==> config.mk <==
export PLATFORM = sky130hd
export DESIGN_NAME = v3a_isqrt
export DESIGN_NICKNAME = d
export VERILOG_FILES = /design/src/sv/v3a_pkg.sv /design/src/sv/v3a_isqrt.sv
export SDC_FILE = /design/constraint.sdc
export NUM_CORES = 2
export LEC_CHECK = 0
export BUFFER_PORTS_ARGS = -buffer_cell sky130_fd_sc_hd__buf_2
export CORE_MARGIN = 1
export CORE_UTILIZATION = 56
export CTS_CLUSTER_SIZE = 20
export DETAILED_ROUTE_END_ITERATION = 7
export PLACE_DENSITY = 0.78
export SYNTH_ARGS = -nofsm -noshare
export SYNTH_HDL_FRONTEND = slang
export SYNTH_MEMORY_MAX_BITS = 65536
export SYNTH_SLANG_ARGS = --single-unit
==> constraint.sdc <==
create_clock -name clk_i -period 3.7 [get_ports clk_i]
set_input_delay 0 -clock clk_i [delete_from_list [all_inputs] [get_ports clk_i]]
set_output_delay 0 -clock clk_i [all_outputs]
set_load 0.02 [all_outputs]
==> src/sv/v3a_pkg.sv <==
`default_nettype none
package v3a_pkg;

  localparam int DW     = 32;          // operand and result width
  localparam int FB     = 16;          // fraction bits
  localparam int ACT_W  = 4;
  localparam int NW     = DW + FB;     // divider numerator and quotient width
  localparam int SQ_W   = DW;          // root width
  localparam int SQI_W  = 2 * DW;      // radicand width
  localparam int SAT_W  = 2 * DW + 3;  // widest value handed to saturation
  localparam int PIPE   = 2 + SQ_W + NW;
  localparam int LAT    = PIPE + 1;

  typedef enum logic [ACT_W-1:0] {
    ACT_ADD   = 4'd0,
    ACT_SUB   = 4'd1,
    ACT_ADDS  = 4'd2,
    ACT_SUBS  = 4'd3,
    ACT_MULS  = 4'd4,
    ACT_DIVS  = 4'd5,
    ACT_CROSS = 4'd6,
    ACT_DOT   = 4'd7,
    ACT_LEN   = 4'd8,
    ACT_NORM  = 4'd9
  } action_e;

  typedef struct packed {
    logic [ACT_W-1:0]      action;
    logic signed [DW-1:0]  a_x;
    logic signed [DW-1:0]  a_y;
    logic signed [DW-1:0]  a_z;
    logic signed [DW-1:0]  b_x;
    logic signed [DW-1:0]  b_y;
    logic signed [DW-1:0]  b_z;
    logic signed [DW-1:0]  scale;
  } req_t;

  typedef struct packed {
    logic signed [DW-1:0]  r_x;
    logic signed [DW-1:0]  r_y;
    logic signed [DW-1:0]  r_z;
    logic signed [DW-1:0]  scalar_out;
    logic                  fault;
  } rsp_t;

  // per-lane result after the second stage
  typedef struct packed {
    logic signed [DW-1:0]  res;
    logic [NW-1:0]         num;
    logic                  neg;
  } lane_t;

  // everything that rides alongside the square root and the dividers
  typedef struct packed {
    logic [ACT_W-1:0]      act;
    lane_t [2:0]           lane;
    logic [DW-1:0]         sabs;
    logic [DW-1:0]         sc;
    logic                  fault;
  } side_t;

  function automatic logic [DW-1:0] sat_fn(input logic signed [SAT_W-1:0] v);
    logic ovf;
    ovf = !((&v[SAT_W-1:DW-1]) || !(|v[SAT_W-1:DW-1]));
    if (!ovf) return v[DW-1:0];
    else if (v[SAT_W-1]) return {1'b1, {(DW-1){1'b0}}};
    else return {1'b0, {(DW-1){1'b1}}};
  endfunction

endpackage
`default_nettype wire

==> src/sv/v3a_isqrt.sv <==
`default_nettype none
module v3a_isqrt (
  input  wire logic                      clk_i,
  input  wire logic [v3a_pkg::SQI_W-1:0] rad_i,
  output logic [v3a_pkg::SQ_W-1:0]       root_o
);
  import v3a_pkg::*;

  localparam int RW = SQ_W + 3;

  logic [RW-1:0]    rem_p [SQ_W];
  logic [SQ_W-1:0]  root_p [SQ_W];
  logic [SQI_W-1:0] x_p [SQ_W];
  logic [RW-1:0]    rem_d [SQ_W];
  logic [SQ_W-1:0]  root_d [SQ_W];
  logic [SQI_W-1:0] x_d [SQ_W];
  logic [RW-1:0]    rem_q [SQ_W];
  logic [SQ_W-1:0]  root_q [SQ_W];
  logic [SQI_W-1:0] x_q [SQ_W];
  logic [RW-1:0]    r_sh [SQ_W];
  logic [RW-1:0]    trial [SQ_W];

  // one root bit per stage: bring down two radicand bits, try 4r+1
  always_comb begin
    rem_p[0]  = '0;
    root_p[0] = '0;
    x_p[0]    = rad_i;
    for (int g = 1; g < SQ_W; g++) begin
      rem_p[g]  = rem_q[g-1];
      root_p[g] = root_q[g-1];
      x_p[g]    = x_q[g-1];
    end
    for (int g = 0; g < SQ_W; g++) begin
      r_sh[g]  = {rem_p[g][RW-3:0], x_p[g][SQI_W-1 -: 2]};
      trial[g] = RW'({root_p[g], 2'b01});
      x_d[g]   = {x_p[g][SQI_W-3:0], 2'b00};
      if (r_sh[g] >= trial[g]) begin
        rem_d[g]  = r_sh[g] - trial[g];
        root_d[g] = {root_p[g][SQ_W-2:0], 1'b1};
      end else begin
        rem_d[g]  = r_sh[g];
        root_d[g] = {root_p[g][SQ_W-2:0], 1'b0};
      end
    end
  end

  always_ff @(posedge clk_i) begin
    for (int g = 0; g < SQ_W; g++) begin
      rem_q[g]  <= rem_d[g];
      root_q[g] <= root_d[g];
      x_q[g]    <= x_d[g];
    end
  end

  assign root_o = root_q[SQ_W-1];

endmodule
`default_nettype wire

==> results summary <==
The total routed wirelength came out at 199.4 mm. The area enclosed by the die boundary came out at 165600 um^2. The areal power density over the cells is 688.9 nW/um^2. The initial DRC count came out at 3838. The synthesized netlist contains 80 unique library cells. The final worst setup slack came out at 0.1849 ns. The number of buffers added by the clock tree synthesis step is 232. The final hold violation count is 0.

The via count of the first global-routing pass came out at 63560. The cell row count came out at 148. By area the synthesized netlist is led by dfxtp_1 (54%), ha_1 (7.6%), xnor2_1 (4.0%), xor2_1 (3.6%), a21oi_1 (3.2%). The growth of design area from synthesis to finish is 14.23%.

The aggregate global routing overflow came out at 0. The maximum number of buffers from clock root to sink is 3. The final net count is 10030.

The filler cell count came out at 12660. Traced cell by cell, the critical path runs through or4_1 > or4_1 > nor4_4 > a31oi_1 > or3_1 > or4_4 > or3_1 > or3_1 > xnor2_1. Detailed placement finished with a half-perimeter wire length of 146.2 mm. The cell at the slowest stage of the critical path is or4_1. The sort of element at the end of the critical path is a flop.

The global-route wire length before repair is 319.3 mm. The largest net degree at the start of global routing is 50. The clock latency on the worst-skew pair came out at 0.90 ns.

The required arrival time at the worst endpoint is 4.46 ns. The maximum fanout along the worst path came out at 5. Measured against its own limit, the worst slew margin works out to 36.67%. The total global-route track usage came out at 23.77%.

The number of violations of the max-capacitance limit came out at 0. The via total after detailed routing is 63930. The buffers plus inverters on the worst setup path is 0. For the final routed database, the setup TNS stands at 0 ns.

Among the stages of the critical path, the cell type that occurs most often is or3_1. The run finished with clean final reports. Setup repair after global routing left no endpoint under its margin. For the pin with the worst max-slew slack, the measured transition is 0.9499 ns.

dfxtp_1 is the most common cell in the netlist. The number of enable-type register cells in the synthesized netlist came out at 0. Final hold analysis gives a worst-case slack of 0.2728 ns. The effective utilization at floorplan is 56.43%.

The H-tree was split into 4 levels. Each instance of the synthesized netlist takes up on average 10.17 um^2. Buffers placed on the I/O ports in this run total 96. The share of synthesized registers carrying an async set or reset came out at 0%. The worst slack at placement came out at 0.06232 ns.

For this run, the leading register cell type out of synthesis is dfxtp_1. Data arrives at the worst endpoint at 4.28 ns. The die outline height came out at 407.0 um. The count of synthesis-stage warnings from yosys is 0. Clock-pin slew was measured on the worst setup and hold paths at 0.06 ns. The area of the core is 162800 um^2. TritonCTS built the clock tree. Across the VDD grid, the largest voltage drop is 0.6307 mV.

The largest stage delay on the critical path is 0.60 ns. The weighted congestion reported at the end of routability-driven placement is 0.8982. Across the routed clock network, the largest skew measured is 0.06432 ns.

The total setup violations reported at the end of the flow is 0. In the final routed layout, each cell accounts on average for 16.93 um. The worst setup path is launched from a flop. After detailed routing, the number of remaining DRC violations is 0. The share of the yosys chip area belonging to registers came out at 54.36%.

The fraction of the core area covered by cells at the end of the flow came out at 64.46%. From left edge to right edge, the die measures 407.0 um. Of the available clock period, the critical path in the final layout requires 95.00%. The number of flip-flops and latches in the synthesized netlist is 2494. The cell type with the highest aggregate area in the netlist is dfxtp_1. The setup path with the least slack is of type flop to flop. The number of pins exceeding their max-slew limit in the final report is 0. The min-delay analysis places its worst path in the category input port to flop. The number of nets still failing antenna checks after routing is 0. The number of instances in the synthesized netlist came out at 9035. In the final layout, the share of cells above drive strength 1 is 8.487%.

For this design, the sink count on the clock tree is 2494. The leakage dissipation is 49.60 nW. The count of pins on the block boundary came out at 97.

The number of nets in the synthesized netlist came out at 9661. In this run the clock root is driven by a clkbuf_16. Ranked by instance count, the synthesized netlist is headed by dfxtp_1 (2494), inv_1 (714), nor2_1 (590). The number of detailed-routing iterations run before antenna repair came out at 6. Static timing analysis puts the maximum clock frequency at 284.5 MHz. After detailed routing, the number of vias per cell comes to 5.427. The post-layout minimum cycle time is 3.515 ns. The post-synthesis instance area is 91850 um^2.

The number of antenna violations at the first check in global routing was 3. The kind of cell with the highest combined delay along the critical path is simple AND/OR/NAND/NOR gates. The area fraction of the dominant cell type after synthesis is 54.36%.
-- registers in the layout, indices dropped and copies added (netlist names) --
name / cells
rem_q: 974
root_q: 528
x_q: 992
-- report_power, final --
group	total (mW)	switching (mW)	internal (mW)	leakage [nW]
registers	34.8	3.46	31.3	20.9
clock network	25.1	10.4	14.7	4.06
logic	12.4	6.76	5.65	24.7
-- placed cells by master (no fill, tap or decap), drive strengths merged, types with 120 or more instances in the layout --
cell and n:
mux2 137, nand2b 120, o21ai 423, nor2 590, dfxtp 2494, nor3 223
xnor2 421, dlygate4sd3 129, a21oi 582, nand3 163, ha 561, nand2 549
xor2 373, clkbuf 307, buf 186, inv 719, a21o 228
-- path summary, 6_finish.rpt --
kind,from,endpoint,slack (ns),cells after the start
worst min-delay path,rad_i[28],x_q[0][28],0.27,3
worst min register to register,x_q[0][543],x_q[0][607],0.30,0
worst max register to register,rem_q[0][117],rem_q[0][165],0.18,9
worst max-delay path,rem_q[0][117],rem_q[0][165],0.18,9
-- layer usage --
metal	wire, um	vias to the layer above	global-route usage [%]
met5	0	-	0
met4	7738	0	9.827
met3	8207	495	3.384
met2	99710	1509	42.96
met1	83790	30160	28.02
li1	-	31770	-
-- logic make-up after synthesis --
kind of cell             after synthesis  share of synthesized area, %
AO/OA/AOI/OAI                       1831                         12.47
XOR/XNOR                             794                         7.571
adder cells (fa/ha/maj)              561                         7.642
buffers and inverters                891                         3.670
flip-flops                          2494                         54.36
multiplexers                         149                         1.823
other                                  1                      0.004083
AND/OR/NAND/NOR                     2314                         12.46
-- worst reg2reg max path: stages (launching register included) --
cell	delay (ns)
dfxtp_1	0.33
or4_1	0.60
or4_1	0.48
nor4_4	0.19
a31oi_1	0.14
or3_1	0.36
or4_4	0.47
or3_1	0.36
or3_1	0.34
xnor2_1	0.13
-- area by class of cell --
class | instances | area (um^2) | area share, %
Inverter | 715 | 2684 | 2.558
Antenna cell | 2 | 5.005 | 0.004770
Multi-Input combinational cell | 5650 | 38680 | 36.87
Clock buffer | 307 | 6507 | 6.202
Sequential cell | 2494 | 49930 | 47.59
Timing Repair Buffer | 315 | 2560 | 2.440
Clock inverter | 122 | 1834 | 1.748
Tap cell | 2175 | 2721 | 2.594
-- through the flow --
| step | area (um^2) | power [mW] | instances |
|---|---|---|---|
| after floorplan | 91850 | 43.43 | 9035 |
| after global placement | 95220 | 47.03 | 11220 |
| after detailed placement | 95220 | 47.39 | 11220 |
| after CTS | 104900 | 72.73 | 11780 |
| after global routing | 104900 | 75.83 | 11780 |
| final | 104900 | 72.28 | 11780 |
-- repair_timing --
action / CTS / global route
setup endpoints to repair: 0 / 24
hold endpoints to repair: 65 / 0
resized for setup: 0 / 7
setup buffers: 0 / 2
hold buffers: 129 / 0
Note: power is estimated with default switching activity, not from simulation.
